### src/rtl/mrfe_pkg.sv
`timescale 1ns / 1ps
// Shared types, codes and helpers for the meter register frame engine.
// No dependencies; every other file of the block imports this package.
package mrfe_pkg;

  localparam int FRAME_BYTES = 8;
  localparam int FRAME_IDX_W = $clog2(FRAME_BYTES);
  localparam logic [FRAME_IDX_W-1:0] FRAME_LAST = FRAME_IDX_W'(FRAME_BYTES - 1);

  localparam logic [7:0] CS_OFFSET     = 8'h33;
  localparam logic [7:0] HEAD_RESET    = 8'd125;
  localparam logic [7:0] READ_RESET    = 8'd1;
  localparam logic [7:0] WRITE_RESET   = 8'd2;

  // Input item kinds
  typedef enum logic [1:0] {
    IK_READ    = 2'd0,
    IK_WRITE   = 2'd1,
    IK_RX      = 2'd2,
    IK_TIMEOUT = 2'd3
  } in_kind_e;

  // Result item kinds
  typedef enum logic [1:0] {
    OK_TX    = 2'd0,
    OK_VALUE = 2'd1,
    OK_FAIL  = 2'd2
  } out_kind_e;

  // Configuration register indexes
  typedef enum logic [1:0] {
    CFG_HEAD  = 2'd0,
    CFG_READ  = 2'd1,
    CFG_WRITE = 2'd2
  } cfg_index_e;

  typedef logic [FRAME_BYTES-1:0][7:0] frame_t;

  // One accepted item's work: either a whole transmit frame or a single result
  typedef struct packed {
    logic        is_frame;
    frame_t      frame;
    out_kind_e   kind;
    logic [30:0] value;
  } job_t;

  // Result of the receive checker for the closing byte of a reply
  typedef struct packed {
    logic        fire;
    out_kind_e   kind;
    logic [30:0] value;
  } rx_res_t;

  // Frame checksum: inverted byte sum plus a fixed offset
  function automatic logic [7:0] frame_check(input logic [7:0] sum);
    frame_check = 8'(~sum + CS_OFFSET);
  endfunction

endpackage

### src/rtl/mrfe_tx_frame.sv
`timescale 1ns / 1ps
// Builds the eight bytes of a register read or write request frame.
// Depends on mrfe_pkg for the frame type and checksum helper.
module mrfe_tx_frame import mrfe_pkg::*; (
  input  logic        is_read,
  input  logic [11:0] reg_addr,
  input  logic [31:0] write_data,
  input  logic [7:0]  frame_head,
  input  logic [7:0]  read_code,
  input  logic [7:0]  write_code,
  output frame_t      frame
);

  logic [31:0] data;
  logic [7:0]  code;

  // Reads carry zero data and the read code
  assign data = is_read ? 32'd0 : write_data;
  assign code = is_read ? read_code : write_code;

  // Lay out header, command, address, little-endian data, then checksum
  always_comb begin
    logic [7:0] sum;
    sum = 8'd0;
    frame[0] = frame_head;
    frame[1] = 8'({reg_addr[11:8], 4'b0000} + code);
    frame[2] = reg_addr[7:0];
    frame[3] = data[7:0];
    frame[4] = data[15:8];
    frame[5] = data[23:16];
    frame[6] = data[31:24];
    for (int i = 0; i < FRAME_BYTES - 1; i++) begin
      sum = 8'(sum + frame[i]);
    end
    frame[FRAME_BYTES-1] = frame_check(sum);
  end

endmodule

### src/rtl/mrfe_rx_check.sv
`timescale 1ns / 1ps
// Gathers received reply bytes, checks header, read code and checksum,
// and gives the saturated absolute data value. Depends on mrfe_pkg.
module mrfe_rx_check import mrfe_pkg::*; (
  input  logic       clk,
  input  logic       rst,
  input  logic       byte_en,
  input  logic       clear,
  input  logic [7:0] rx_byte,
  input  logic [7:0] frame_head,
  input  logic [7:0] read_code,
  output rx_res_t    res
);

  logic [FRAME_IDX_W-1:0] rx_count;
  logic [7:0]             rx_sum;
  logic                   rx_frame_ok;
  logic [31:0]            rx_data;

  logic        closing;
  logic        good;
  logic [31:0] neg_data;
  logic [30:0] abs_val;
  logic [1:0]  byte_sel;

  assign closing  = byte_en && (rx_count == FRAME_LAST);
  assign good     = rx_frame_ok && (rx_byte == frame_check(rx_sum));
  assign neg_data = 32'(~rx_data + 32'd1);
  assign byte_sel = 2'(rx_count - FRAME_IDX_W'(3));

  // Absolute value, with the most negative word saturated
  always_comb begin
    if (!rx_data[31]) begin
      abs_val = rx_data[30:0];
    end else if (rx_data[30:0] == 31'd0) begin
      abs_val = '1;
    end else begin
      abs_val = neg_data[30:0];
    end
  end

  always_comb begin
    res.fire  = closing;
    res.kind  = good ? OK_VALUE : OK_FAIL;
    res.value = good ? abs_val : 31'd0;
  end

  // Advance the gathering state, or drop it on clear and on the closing byte
  always_ff @(posedge clk) begin
    if (rst || clear || closing) begin
      rx_count    <= '0;
      rx_sum      <= '0;
      rx_frame_ok <= 1'b1;
      rx_data     <= '0;
    end else if (byte_en) begin
      if (rx_count == FRAME_IDX_W'(0) && rx_byte != frame_head) begin
        rx_frame_ok <= 1'b0;
      end
      if (rx_count == FRAME_IDX_W'(1) && rx_byte != read_code) begin
        rx_frame_ok <= 1'b0;
      end
      if (rx_count >= FRAME_IDX_W'(3)) begin
        rx_data[{byte_sel, 3'b000} +: 8] <= rx_byte;
      end
      rx_sum   <= 8'(rx_sum + rx_byte);
      rx_count <= FRAME_IDX_W'(rx_count + FRAME_IDX_W'(1));
    end
  end

endmodule

### src/rtl/mrfe_out_seq.sv
`timescale 1ns / 1ps
// Holds one job and steps its results into the output register,
// one result a cycle while the output is not stalled. Depends on mrfe_pkg for the job type and codes.
module mrfe_out_seq import mrfe_pkg::*; (
  input  logic        clk,
  input  logic        rst,
  input  logic        load,
  input  job_t        job_in,
  output logic        can_take,
  output logic        out_valid,
  input  logic        out_stall,
  output logic [1:0]  out_kind,
  output logic [7:0]  tx_byte,
  output logic        last,
  output logic [30:0] read_value
);

  logic                   job_valid;
  job_t                   job;
  logic [FRAME_IDX_W-1:0] idx;

  logic out_free;
  logic job_last;
  logic move;

  assign out_free = !out_valid || !out_stall;
  assign job_last = !job.is_frame || (idx == FRAME_LAST);
  assign move     = job_valid && out_free;
  assign can_take = !job_valid || (move && job_last);

  // Job buffer: load a new job, advance the byte index, release after the last
  always_ff @(posedge clk) begin
    if (rst) begin
      job_valid <= 1'b0;
      idx       <= '0;
    end else if (load) begin
      job_valid <= 1'b1;
      idx       <= '0;
    end else if (move && job_last) begin
      job_valid <= 1'b0;
    end else if (move) begin
      idx <= FRAME_IDX_W'(idx + FRAME_IDX_W'(1));
    end
  end

  always_ff @(posedge clk) begin
    if (load) begin
      job <= job_in;
    end
  end

  // Output register: hold while stalled, take the next result when free
  always_ff @(posedge clk) begin
    if (rst) begin
      out_valid <= 1'b0;
    end else if (move) begin
      out_valid <= 1'b1;
    end else if (!out_stall) begin
      out_valid <= 1'b0;
    end
  end

  always_ff @(posedge clk) begin
    if (move) begin
      if (job.is_frame) begin
        out_kind   <= OK_TX;
        tx_byte    <= job.frame[idx];
        last       <= (idx == FRAME_LAST);
        read_value <= '0;
      end else begin
        out_kind   <= job.kind;
        tx_byte    <= '0;
        last       <= 1'b1;
        read_value <= job.value;
      end
    end
  end

endmodule

### src/rtl/meter_register_frame_engine_core.sv
`timescale 1ns / 1ps
// Top level of the meter register frame engine.
// Depends on mrfe_pkg, mrfe_tx_frame, mrfe_rx_check and mrfe_out_seq.

// A read or write request is turned into an eight-byte frame in the cycle it
// is accepted and then leaves through the output register one byte a cycle
// while the output is not stalled; the next item is taken in the cycle the
// last byte of the frame moves to the output register. A received byte that
// closes a reply, or a timeout, gives one result; other received bytes give
// none. The first result of any item passes through the job buffer and then
// the output register. Configuration writes are taken at any time
// (cfg_ready is always high) but should only be issued while the block is
// idle.
module meter_register_frame_engine_core import mrfe_pkg::*; (
  input  logic        clk,
  input  logic        rst,
  // input item channel
  input  logic        in_valid,
  output logic        in_stall,
  input  logic [1:0]  kind,
  input  logic [11:0] reg_addr,
  input  logic [31:0] write_data,
  input  logic [7:0]  rx_byte,
  // result channel
  output logic        out_valid,
  input  logic        out_stall,
  output logic [1:0]  out_kind,
  output logic [7:0]  tx_byte,
  output logic        last,
  output logic [30:0] read_value,
  // configuration write channel
  input  logic        cfg_valid,
  output logic        cfg_ready,
  input  logic [1:0]  cfg_index,
  input  logic [7:0]  cfg_data
);

  logic [7:0] frame_head;
  logic [7:0] read_code;
  logic [7:0] write_code;

  logic    can_take;
  logic    accept;
  logic    is_req;
  logic    rx_clear;
  logic    byte_en;
  logic    load;
  frame_t  frame;
  rx_res_t rx_res;
  job_t    job_in;

  assign cfg_ready = 1'b1;
  assign in_stall  = !can_take;
  assign accept    = in_valid && can_take;
  assign is_req    = (kind == IK_READ) || (kind == IK_WRITE);
  assign rx_clear  = accept && ((kind == IK_READ) || (kind == IK_TIMEOUT));
  assign byte_en   = accept && (kind == IK_RX);
  assign load      = accept && (kind != IK_RX || rx_res.fire);

  // Configuration registers
  always_ff @(posedge clk) begin
    if (rst) begin
      frame_head <= HEAD_RESET;
      read_code  <= READ_RESET;
      write_code <= WRITE_RESET;
    end else if (cfg_valid && cfg_ready) begin
      unique case (cfg_index)
        CFG_HEAD:  frame_head <= cfg_data;
        CFG_READ:  read_code  <= cfg_data;
        CFG_WRITE: write_code <= cfg_data;
        default: ;
      endcase
    end
  end

  mrfe_tx_frame u_tx_frame (
    .is_read    (kind == IK_READ),
    .reg_addr   (reg_addr),
    .write_data (write_data),
    .frame_head (frame_head),
    .read_code  (read_code),
    .write_code (write_code),
    .frame      (frame)
  );

  mrfe_rx_check u_rx_check (
    .clk        (clk),
    .rst        (rst),
    .byte_en    (byte_en),
    .clear      (rx_clear),
    .rx_byte    (rx_byte),
    .frame_head (frame_head),
    .read_code  (read_code),
    .res        (rx_res)
  );

  // Select the job for the accepted request
  always_comb begin
    job_in.is_frame = is_req;
    job_in.frame    = frame;
    if (kind == IK_TIMEOUT) begin
      job_in.kind  = OK_FAIL;
      job_in.value = '0;
    end else begin
      job_in.kind  = rx_res.kind;
      job_in.value = rx_res.value;
    end
  end

  mrfe_out_seq u_out_seq (
    .clk        (clk),
    .rst        (rst),
    .load       (load),
    .job_in     (job_in),
    .can_take   (can_take),
    .out_valid  (out_valid),
    .out_stall  (out_stall),
    .out_kind   (out_kind),
    .tx_byte    (tx_byte),
    .last       (last),
    .read_value (read_value)
  );

`ifndef SYNTHESIS
  // Value and failure results always close their item
  a_single_last: assert property (@(posedge clk) disable iff (rst)
    out_valid && out_kind != OK_TX |-> last)
    else $error("single result without last");

  // Only a good read reply carries a value
  a_value_zero: assert property (@(posedge clk) disable iff (rst)
    out_valid && out_kind != OK_VALUE |-> read_value == 31'd0)
    else $error("non-zero value outside a good reply");

  // Nothing is presented straight after reset
  a_reset_empty: assert property (@(posedge clk)
    $past(rst) |-> !out_valid)
    else $error("result presented after reset");
`endif

endmodule
### config.mk
export PLATFORM = sky130hd
export DESIGN_NAME = meter_register_frame_engine_core
export DESIGN_NICKNAME = d
export VERILOG_FILES = /design/src/rtl/mrfe_pkg.sv /design/src/rtl/mrfe_tx_frame.sv /design/src/rtl/mrfe_rx_check.sv /design/src/rtl/mrfe_out_seq.sv /design/src/rtl/meter_register_frame_engine_core.sv
export SDC_FILE = /design/constraint.sdc
export NUM_CORES = 1
export LEC_CHECK = 0
export CORE_MARGIN = 2
export CORE_UTILIZATION = 50
export CTS_BUF_LIST = sky130_fd_sc_hd__clkbuf_8
export DETAILED_ROUTE_END_ITERATION = 6
export DONT_BUFFER_PORTS = 1
export GPL_TIMING_DRIVEN = 0
export PLACE_DENSITY = 0.68
export SLEW_MARGIN = 20
export SYNTH_ARGS = -nofsm -noshare
export SYNTH_HDL_FRONTEND = slang
export SYNTH_SLANG_ARGS = --single-unit
### constraint.sdc
create_clock -name clk -period 7.2 [get_ports clk]
set_clock_uncertainty 0.2 [all_clocks]
set_input_delay 1.44 -clock clk [delete_from_list [all_inputs] [get_ports clk]]
set_output_delay 1.44 -clock clk [all_outputs]
set_load 0.005 [all_outputs]
==> results by group, run 1 <==
Clock network
  • Setup Buffers After CTS: 0
  • Num CTS Buffers: 38
  • H-tree levels: 2
  • Clk_lat worst skew: 550 ps
  • Hold-fix buffers, CTS: 0
  • Clk pin slew, worst setup/hold paths: 60 ps
  • Clock tree buffer depth: 3
  • Resize count post-CTS: 0
  • Sink Count: 213
  • Clock Tree Root: clkbuf_8
  • CTS tree: built

Flow run
  • Maxcap violations: 0

Timing
  • Crit share post-route: 91.4%
  • Min Tclk post-route: 6580 ps
  • Worst-Margin Slew: 895 ps
  • Fmax: 152 MHz
  • Relative slew margins: 39.7%
  • Setup violators final: 0
  • Final TNS setup: 0 ps
  • Fin. Hold Viols: 0
  • Slew Viols, Final: 0
  • Worst Hold Slack: 256 ps
  • RSZ-0062 raised after global routing: false

Floorplan
  • IO Pins: 114
  • Die H: 153 microns
  • Row count: 54
  • Core box area: 21800 sq um
  • Die Area: 23500 sq um
  • Die X: 153 microns
  • Initial Util: 51.0%

Final layout
  • Share of cells above drive strength 1: 8.97%
  • Finished Cell Area: 12400 sq um
  • Fill count: 1870
  • Post-layout net count: 1172
  • Diode count: 0
  • Util after Layout: 56.6%
  • Area growth syn-to-layout: 11.0%

Detailed routing
  • Via count: 7103
  • 1st-iter DRT viols: 361
  • Router iterations before antenna repair: 4
  • Vias per inst: 5.30
  • Wirelength per Cell: 17.4 microns
  • Antenna viol nets, final: 0
  • Overall routed net length: 23.2 mm
  • DRC viols: 0

GRT
  • Largest net degree at the start of global routing: 27
  • First-pass GRT wire length: 37.4 mm
  • Met2 GRT Util: 30.8%
  • GR Util met3: 5.50%
  • Vias in the first global route: 7021
  • Most Used Layer, Global Route: met2
  • Tot GR Track Use: 20.1%
  • Met1 global-route usage: 28.1%
  • Initial antenna violation count: 0
  • Overflow after GRT: 0

Critical path
  • Required time worst endpoint: 7280 ps
  • CP Cell Sequence: inv_1 -> ha_1 -> clkbuf_1 -> clkbuf_1 -> clkbuf_1 -> nor2b_1 -> fa_1 -> fa_1 -> fa_1 -> inv_1 -> fa_1 -> inv_1 -> ha_1 -> inv_1 -> o21bai_1 -> xor2_1 -> a31oi_1 -> xnor2_1
  • CP peak stage delay: 630 ps
  • Slowest CP cell: clkbuf_1
  • Crit-path leading delay family: adder cells
  • Worst R2R Path Depth: 14
  • Setup crit start kind: primary input
  • Critical path fanouts, max: 10
  • Buf+Inv Stages, Crit Path: 7
  • Setup crit end kind: flip-flop
  • Arrival time at the worst endpoint: 6670 ps
  • WS Path Type: primary input to flip-flop
  • Cell count along the critical path: 18

Synth
  • Largest family of logic cells by synthesized area: simple AND/OR/NAND/NOR gates
  • Post-synthesis sequential area ratio: 50.9%
  • Area contributors post-synth: edfxtp_1, dfxtp_1, fa_1
  • Synth Area in Compound Gates: 7.74%
  • Synth Area in Adders: 10.2%
  • Biggest area consumer among synthesized cells: edfxtp_1
  • XOR/XNOR Fraction of Synth Area: 6.13%
  • Count leader, synth: edfxtp_1
  • Fraction of registers with async set/reset: 0%
  • EDFF count, synth: 140
  • Mux contribution to synthesized area: 6.45%
  • Ys flop type: edfxtp_1
  • Synth Register Bits: 213
  • Syn Inst Count: 988
  • Unique cell type count in the Yosys netlist: 56
  • Mapped Nets: 1127
  • Simple-Gate Fraction of Synth Area: 13.8%
  • Top-area cell type share of the netlist area: 37.7%
  • Synth Cell Area: 11100 sq um
  • Post-synth top cells: edfxtp_1, inv_1, a21oi_1
  • Syn. warnings: 0
  • Mapped Avg Cell Area: 11.3 sq um

Power and ir drop
  • Maximum VDD drop: 0.213 mV
  • PwrDens: 281 nW/um^2
  • P_leak: 0.00476 uW

Placement
  • IO Port Bufs: 0
  • RD Place Congestion: 0.838
  • Dpl cell area: 11600 sq um
  • DP Wirelength: 17.6 mm

Run status
  • Status: finished, final reports clean

Hold path
  • Hold Path Cell Cnt: 1
  • Worst min path class: flip-flop to flip-flop
[worst paths after layout]
| check | slack [ps] | endpoint | from |
|---|---|---|---|
| hold / removal | 260 | u_rx_check.rx_frame_ok | u_rx_check.rx_frame_ok |
| hold reg to reg | 260 | u_rx_check.rx_frame_ok | u_rx_check.rx_frame_ok |
| setup reg to reg | 2520 | u_out_seq.job[96] | frame_head[2] |
| setup / recovery | 620 | u_out_seq.job[96] | kind[0] |
[logic make-up (layout without fill, tap and decap cells)]
kind of cell,after synthesis,after routing
other,1,1
adder cells (fa/ha/maj),70,70
AO/OA/AOI/OAI,142,142
AND/OR/NAND/NOR,292,292
buffers and inverters,141,212
multiplexers,51,51
XOR/XNOR,78,78
flip-flops,213,213
[power breakdown]
group | switching, uW | internal [uW]
clock | 498 | 573
combinational | 517 | 413
sequential | 28.9 | 1450
total | 1040 | 2430
[per-layer routing]
layer | up-vias | part of all wire [%] | routed length (microns)
met3 | 39 | 7.5 | 1740
met4 | 0 | 2.0 | 458
li1 | 3513 | - | -
met5 | - | 0 | 0
met1 | 3341 | 46 | 10600
met2 | 210 | 45 | 10400
[sequential cells by signal, summed over array words and instances (netlist names), 3 cells and up]
name                  count
frame_head                8
u_out_seq.job            98
u_out_seq.tx_byte         8
u_rx_check.rx_count       3
read_code                 8
u_out_seq.read_value     31
u_out_seq.idx             3
u_rx_check.rx_sum         8
u_rx_check.rx_data       32
write_code                8
[cells in the final DEF, fill, tap and decap left out, types with 10 or more instances in the layout]
cell type,netlist,final
o21ai_0,19,19
fa_1,34,34
clkbuf_1,39,39
dfxtp_1,73,73
a21oi_1,82,81
ha_1,36,36
edfxtp_1,140,140
mux4_2,16,16
xor2_1,32,32
clkbuf_8,0,42
nor3_1,35,35
nor2b_1,72,71
nand2b_1,22,22
nand3_1,21,21
a211o_1,10,10
xnor2_1,46,46
nand2_1,40,40
nor2_1,66,66
mux2i_1,29,29
inv_1,94,104
[area by class of cell]
class,instances,area [sq um],share of cell area [%]
Sequential cell,213,5670,45.8
Multi-Input combinational cell,634,4950,40.1
Clock buffer,42,578,4.68
Inverter,94,353,2.85
Tap cell,280,350,2.83
Buffer,47,189,1.53
Timing Repair Buffer,5,138,1.11
Clock inverter,24,135,1.09
[through the flow]
| step | setup WS, ps | power, uW | instances |
|---|---|---|---|
| 2_1_floorplan | 1050 | 2230 | 988 |
| 3_3_place_gp | 114 | 2390 | 1268 |
| 3_5_place_dp | 59.2 | 2420 | 1273 |
| 4_1_cts | 614 | 3510 | 1339 |
| 5_1_grt | 272 | 3680 | 1339 |
| 6_report | 619 | 3480 | 1339 |
No activity file was read; power rests on OpenSTA's default activity.
==> inputs of run 2 (changes only) <==
--- a/config.mk
+++ b/config.mk
@@ -11,7 +11,6 @@
 export DETAILED_ROUTE_END_ITERATION = 6
 export DONT_BUFFER_PORTS = 1
 export GPL_TIMING_DRIVEN = 0
-export PLACE_DENSITY = 0.68
 export SLEW_MARGIN = 20
 export SYNTH_ARGS = -nofsm -noshare
 export SYNTH_HDL_FRONTEND = slang
==> constraint.sdc (replaced) <==
create_clock -name clk -period 6.7 [get_ports clk]
set_clock_uncertainty 0.2 [all_clocks]
set_input_delay 1.34 -clock clk [delete_from_list [all_inputs] [get_ports clk]]
set_output_delay 1.34 -clock clk [all_outputs]
set_load 0.005 [all_outputs]
==> results by group, run 2 (same netlist as run 1, synthesis figures left out) <==
Timing
  • Slew Viols, Final: 0 (unchanged)
  • Fin. Hold Viols: 0 (unchanged)
  • Setup violators final: 0 (unchanged)
  • Worst Hold Slack: 249 ps (was 256 ps)
  • Crit share post-route: 96.5%
  • Worst-Margin Slew: 962 ps (was 895 ps)
  • Fmax: 155 MHz
  • Final TNS setup: 0 ps (unchanged)
  • Relative slew margins: 35.8% (was 39.7%)
  • Min Tclk post-route: 6470 ps
  • RSZ-0062 raised after global routing: false (unchanged)

Final layout
  • Largest regs: u_out_seq.job x98, u_rx_check.rx_data x32, u_out_seq.read_value x31 (unchanged)
  • Area of the multi-input gates: 4950 sq um (unchanged)
  • Fill count: 1876 (was 1870)
  • Area growth syn-to-layout: 11.5% (was 11.0%)
  • Most common cell after layout, fill and taps aside: edfxtp_1 (unchanged)
  • Util after Layout: 56.9% (was 56.6%)
  • Most frequent cells in the layout: edfxtp_1, inv_1, a21oi_1, dfxtp_1, nor2b_1 (unchanged)
  • Finished Cell Area: 12400 sq um (about the same)
  • Post-layout net count: 1174 (was 1172)
  • Share of cells above drive strength 1: 9.22% (was 8.97%)
  • Diode count: 0 (unchanged)
  • Max reg flops: 98 (unchanged)
  • Largest Register: u_out_seq.job (unchanged)
  • Storage cell area: 5670 sq um (unchanged)

Clock network
  • Clock Tree Root: clkbuf_8 (unchanged)
  • Resize count post-CTS: 1 (was 0)
  • Clock tree buffer depth: 3 (unchanged)
  • Setup Buffers After CTS: 0 (unchanged)
  • H-tree levels: 2 (unchanged)
  • Sink Count: 213 (unchanged)
  • Num CTS Buffers: 39 (was 38)
  • Clk_lat worst skew: 530 ps (was 550 ps)
  • Clk pin slew, worst setup/hold paths: 60 ps (about the same)
  • CTS tree: built (unchanged)
  • Hold-fix buffers, CTS: 0 (unchanged)

GRT
  • Vias in the first global route: 7065 (was 7021)
  • First-pass GRT wire length: 38.1 mm (was 37.4 mm)
  • Tot GR Track Use: 20.5% (was 20.1%)
  • Overflow after GRT: 0 (unchanged)
  • Largest net degree at the start of global routing: 26 (was 27)
  • Initial antenna violation count: 0 (unchanged)

Critical path
  • WS Path Type: primary input to flip-flop (unchanged)
  • Crit-path leading delay family: adder cells (unchanged)
  • Critical Path Source: kind[0] (unchanged)
  • Worst Setup EP: u_out_seq.job[95] (was u_out_seq.job[96])
  • Reg2Reg Setup Slack: 1960 ps (was 2520 ps)
  • Arrival time at the worst endpoint: 6600 ps (was 6670 ps)
  • CP Cell Sequence: inv_1 -> ha_1 -> clkbuf_1 -> clkbuf_1 -> mux2i_1 -> fa_1 -> inv_1 -> fa_1 -> fa_1 -> fa_1 -> inv_1 -> fa_1 -> inv_1 -> a21oi_1 -> o21bai_1 -> xor2_1 -> nand3_1 -> xnor2_1 (was inv_1 -> ha_1 -> clkbuf_1 -> clkbuf_1 -> clkbuf_1 -> nor2b_1 -> fa_1 -> fa_1 -> fa_1 -> inv_1 -> fa_1 -> inv_1 -> ha_1 -> inv_1 -> o21bai_1 -> xor2_1 -> a31oi_1 -> xnor2_1)
  • Critical path fanouts, max: 10 (unchanged)
  • Cell mode on critical path: fa_1
  • Worst R2R Path Depth: 14 (unchanged)
  • Setup crit end kind: flip-flop (unchanged)
  • CP peak stage delay: 570 ps (was 630 ps)
  • R2R Path Start: read_code[2] (was frame_head[2])
  • FF-to-FF End: u_out_seq.job[95] (was u_out_seq.job[96])
  • Setup crit start kind: primary input (unchanged)
  • Required time worst endpoint: 6840 ps (was 7280 ps)
  • Slowest CP cell: clkbuf_1 (unchanged)
  • Cell count along the critical path: 18 (unchanged)
  • Buf+Inv Stages, Crit Path: 6 (was 7)

Power and ir drop
  • Clock power share: 31.4% (was 30.8%)
  • P_leak: 0.00480 uW (was 0.00476 uW)
  • NetSw: 1120 uW (was 1040 uW)
  • PwrDens: 304 nW/um^2 (was 281 nW/um^2)
  • Maximum VDD drop: 0.242 mV (was 0.213 mV)
  • Sw Share: 29.5% (was 30.0%)
  • Gate power share: 26.6% (was 26.7%)
  • Total Power: 3780 uW (was 3480 uW)
  • Register share of total power: 42.0% (was 42.5%)
  • Cell Int Power: 2660 uW (was 2430 uW)

Placement
  • IO Port Bufs: 0 (unchanged)
  • RD Place Congestion: 0.823 (was 0.838)
  • Dpl cell area: 11700 sq um (was 11600 sq um)
  • DP Wirelength: 17.7 mm (was 17.6 mm)

Floorplan
  • Die H: 153 microns (unchanged)
  • Row count: 54 (unchanged)
  • Die X: 153 microns (unchanged)
  • Core box area: 21800 sq um (unchanged)
  • IO Pins: 114 (unchanged)
  • Initial Util: 51.0% (unchanged)
  • Die Area: 23500 sq um (unchanged)

Flow run
  • Maxcap violations: 0 (unchanged)

Detailed routing
  • Router iterations before antenna repair: 5 (was 4)
  • 1st-iter DRT viols: 414 (was 361)
  • Overall routed net length: 23.5 mm (was 23.2 mm)
  • Via count: 7052 (was 7103)
  • Vias per inst: 5.25 (was 5.30)
  • Antenna viol nets, final: 0 (unchanged)
  • Wirelength per Cell: 17.5 microns (was 17.4 microns)
  • DRC viols: 0 (unchanged)

Run status
  • Status: finished, final reports clean (unchanged)

Hold path
  • Worst min path class: flip-flop to flip-flop (unchanged)
[run 2: area by class of cell]
class	count	area share (%)
sequential	213	45.6
tap	280	2.82
multi-input combinational	634	39.9
buffer	47	1.53
inverter	94	2.84
clock inverter	23	0.997
timing repair buffer	6	1.23
clock buffer	46	5.10
[run 2: worst min-delay path by stage]
stage	from	to	slack (ps)	cells after the start
floorplan	u_rx_check.rx_frame_ok	u_rx_check.rx_frame_ok	220	1
global placement	u_rx_check.rx_frame_ok	u_rx_check.rx_frame_ok	230	1
detailed placement	u_rx_check.rx_frame_ok	u_rx_check.rx_frame_ok	230	1
CTS	u_rx_check.rx_frame_ok	u_rx_check.rx_frame_ok	250	1
global route	u_rx_check.rx_frame_ok	u_rx_check.rx_frame_ok	290	1
finish	u_rx_check.rx_frame_ok	u_rx_check.rx_frame_ok	250	1
[run 2: routing by layer]
layer	part of all wire [%]	GRT usage, %	routed length, microns	up-vias
met5	0	0	0	-
met1	49	30.4	11500	3323
met2	42	30.0	9910	180
li1	-	-	-	3506
met4	2.1	5.82	495	0
met3	6.6	5.30	1550	43
[run 2: power groups by stage]
| stage | sequential [uW] | clock (uW) | combinational [uW] |
|---|---|---|---|
| after floorplan | 1610 | 0 | 785 |
| after global placement | 1620 | 0 | 964 |
| after detailed placement | 1620 | 0 | 983 |
| after CTS | 1590 | 1220 | 1000 |
| after global routing | 1590 | 1280 | 1120 |
| final | 1590 | 1190 | 1000 |
[run 2: worst register-to-register path, delay by kind of cell (launching register included)]
family          cells  cell delay, ps
flops               1             340
compound gates      2             280
xor+xnor            2             570
simple gates        1             140
buf+inv             3             240
mux                 1             360
fa+ha+maj           5            2430
[run 2: per-stage QoR]
step           setup slack, ps  cells
4_1_cts                    198   1343
5_1_grt                   8.21   1343
2_1_floorplan              651    988
6_report                   235   1343
3_5_place_dp              -637   1274
3_3_place_gp              -535   1268
==> inputs of run 3 (changes only) <==
--- a/config.mk
+++ b/config.mk
@@ -6,7 +6,7 @@
 export NUM_CORES = 1
 export LEC_CHECK = 0
 export CORE_MARGIN = 2
-export CORE_UTILIZATION = 50
+export CORE_UTILIZATION = 32
 export CTS_BUF_LIST = sky130_fd_sc_hd__clkbuf_8
 export DETAILED_ROUTE_END_ITERATION = 6
 export DONT_BUFFER_PORTS = 1
==> results by group, run 3 (same netlist as run 1, synthesis figures left out) <==
Timing
  • Crit share post-route: 93.7% (was 96.5%)
  • Worst Hold Slack: 256 ps (was 249 ps)
  • Final TNS setup: 0 ps (unchanged)
  • Setup violators final: 0 (unchanged)
  • Fin. Hold Viols: 0 (unchanged)
  • Relative slew margins: 29.2% (was 35.8%)
  • Min Tclk post-route: 6280 ps (was 6470 ps)
  • Fmax: 159 MHz (was 155 MHz)
  • Worst-Margin Slew: 1050 ps (was 962 ps)
  • Slew Viols, Final: 0 (unchanged)
  • RSZ-0062 raised after global routing: false (unchanged)
  • Final worst slack: 425 ps (was 235 ps)

Hold path
  • Min-delay src: u_rx_check.rx_frame_ok (unchanged)
  • Min-Delay Endpoint: u_rx_check.rx_frame_ok (unchanged)
  • Worst min path class: flip-flop to flip-flop (unchanged)
  • Hold Path Cell Cnt: 1 (unchanged)

Final layout
  • Most common cell after layout, fill and taps aside: edfxtp_1 (unchanged)
  • Largest Register: u_out_seq.job (unchanged)
  • Finished Cell Area: 12600 sq um (was 12400 sq um)
  • Finished Layout Cells: 1517 (was 1343)
  • Area growth syn-to-layout: 12.8% (was 11.5%)
  • Diode count: 0 (unchanged)
  • Max reg flops: 98 (unchanged)
  • Post-layout net count: 1172 (was 1174)
  • Most frequent cells in the layout: edfxtp_1, inv_1, a21oi_1, dfxtp_1, nor2b_1 (unchanged)
  • Largest regs: u_out_seq.job x98, u_rx_check.rx_data x32, u_out_seq.read_value x31 (unchanged)
  • Share of cells above drive strength 1: 8.95% (was 9.22%)

Floorplan
  • Die H: 191 microns (was 153 microns)
  • Die Area: 36300 sq um (was 23500 sq um)
  • IO Pins: 114 (unchanged)
  • Initial Util: 32.4% (was 51.0%)
  • Row count: 68 (was 54)
  • Die X: 191 microns (was 153 microns)
  • Core box area: 34400 sq um (was 21800 sq um)

Critical path
  • Required time worst endpoint: 6780 ps (was 6840 ps)
  • Crit-path leading delay family: adder cells (unchanged)
  • FF-to-FF End: u_out_seq.job[95] (unchanged)
  • Worst R2R Path Depth: 14 (unchanged)
  • Arrival time at the worst endpoint: 6350 ps (was 6600 ps)
  • Critical path fanouts, max: 10 (unchanged)
  • Setup crit end kind: flip-flop (unchanged)
  • WS Path Type: primary input to flip-flop (unchanged)
  • Cell mode on critical path: fa_1 (unchanged)
  • CP Cell Sequence: inv_1 -> ha_1 -> clkbuf_1 -> clkbuf_1 -> mux2i_1 -> fa_1 -> fa_1 -> inv_1 -> fa_1 -> fa_1 -> inv_1 -> fa_1 -> inv_1 -> a21oi_1 -> o21bai_1 -> xor2_1 -> nand3_1 -> xnor2_1 (was inv_1 -> ha_1 -> clkbuf_1 -> clkbuf_1 -> mux2i_1 -> fa_1 -> inv_1 -> fa_1 -> fa_1 -> fa_1 -> inv_1 -> fa_1 -> inv_1 -> a21oi_1 -> o21bai_1 -> xor2_1 -> nand3_1 -> xnor2_1)
  • Setup crit start kind: primary input (unchanged)
  • Reg2Reg Setup Slack: 2080 ps (was 1960 ps)
  • Slowest CP cell: clkbuf_1 (unchanged)
  • R2R Path Start: read_code[2] (unchanged)
  • CP peak stage delay: 590 ps (was 570 ps)
  • Buf+Inv Stages, Crit Path: 6 (unchanged)

Power and ir drop
  • Maximum VDD drop: 0.201 mV (was 0.242 mV)
  • Gate power share: 26.6% (about the same)
  • P_leak: 0.00475 uW (was 0.00480 uW)
  • Sw Share: 30.3% (was 29.5%)
  • Cell Int Power: 2590 uW (was 2660 uW)
  • Register share of total power: 42.7% (was 42.0%)
  • NetSw: 1120 uW (about the same)
  • Clock power share: 30.6% (was 31.4%)
  • PwrDens: 295 nW/um^2 (was 304 nW/um^2)

Clock network
  • Sink Count: 213 (unchanged)
  • Clock Tree Root: clkbuf_8 (unchanged)
  • H-tree levels: 2 (unchanged)
  • Num CTS Buffers: 38 (was 39)
  • Clock tree buffer depth: 3 (unchanged)
  • Clk_lat worst skew: 550 ps (was 530 ps)
  • Setup Buffers After CTS: 0 (unchanged)
  • CTS tree: built (unchanged)
  • Resize count post-CTS: 0 (was 1)
  • Hold-fix buffers, CTS: 0 (unchanged)
  • Clk pin slew, worst setup/hold paths: 60 ps (about the same)

Detailed routing
  • Antenna viol nets, final: 0 (unchanged)
  • Router iterations before antenna repair: 5 (unchanged)
  • Overall routed net length: 24.9 mm (was 23.5 mm)
  • Vias per inst: 4.68 (was 5.25)
  • 1st-iter DRT viols: 373 (was 414)
  • Via count: 7104 (was 7052)
  • Wirelength per Cell: 16.4 microns (was 17.5 microns)
  • DRC viols: 0 (unchanged)

GRT
  • Initial antenna violation count: 0 (unchanged)
  • First-pass GRT wire length: 39.8 mm (was 38.1 mm)
  • Overflow after GRT: 0 (unchanged)
  • Largest net degree at the start of global routing: 30 (was 26)
  • Tot GR Track Use: 14.3% (was 20.5%)
  • Vias in the first global route: 7210 (was 7065)

Placement
  • Dpl cell area: 11900 sq um (was 11700 sq um)
  • IO Port Bufs: 0 (unchanged)
  • Placed cells: 1448 (was 1274)
  • Post-Place Worst Slack: -429 ps (was -637 ps)
  • DP Wirelength: 18.8 mm (was 17.7 mm)
  • RD Place Congestion: 0.848 (was 0.823)

Run status
  • Status: finished, final reports clean (unchanged)

Flow run
  • Maxcap violations: 0 (unchanged)
run 3: power by group through the flow:
stage | logic (uW) | registers [uW] | clock network, uW
6_report | 988 | 1590 | 1140
5_1_grt | 1130 | 1590 | 1230
4_1_cts | 1000 | 1590 | 1180
3_5_place_dp | 988 | 1610 | 0
3_3_place_gp | 960 | 1620 | 0
2_1_floorplan | 785 | 1610 | 0
run 3: how the worst max path moves through the flow:
stage | from | to | slack, ps | cells past startpoint
2_1_floorplan | kind[0] | u_out_seq.job[96] | 650 | 18
3_3_place_gp | out_stall | u_out_seq.job[15] | -410 | 4
3_5_place_dp | kind[0] | u_out_seq.job[95] | -430 | 18
4_1_cts | kind[0] | u_out_seq.job[95] | 140 | 18
5_1_grt | kind[0] | u_out_seq.job[95] | 120 | 18
6_report | kind[0] | u_out_seq.job[95] | 420 | 18
run 3: worst register-to-register path: cells and delay by family, from the launching register on:
family          cells  cell delay, ps
compound gates      2             270
mux                 1             130
flops               1             390
simple gates        1             140
xor+xnor            2             480
fa+ha+maj           5            2540
buf+inv             3             190
run 3: area by class of cell:
type	instances	area, sq um
inverters	94	353
clock inverters	26	116
clock buffers	43	592
flip-flops and latches	213	5670
plain buffers	47	190
well taps	455	569
multi-input cells	634	4950
fillers	3411	21800
repair buffers	5	130
run 3: layer usage:
metal  track usage (%)  routed length, microns  up-vias
li1                  -                       -     3506
met1              18.7                   11400     3395
met2              22.2                   11100      163
met3              4.95                    1890       40
met4              4.23                     500        0
met5                 0                       0        -
run 3: stage by stage:
stage	utilization (%)	total power, uW
after floorplan	-	2390
after global placement	34.1	2580
after detailed placement	34.5	2600
after CTS	36.6	3770
after global routing	36.6	3960
final	36.6	3710
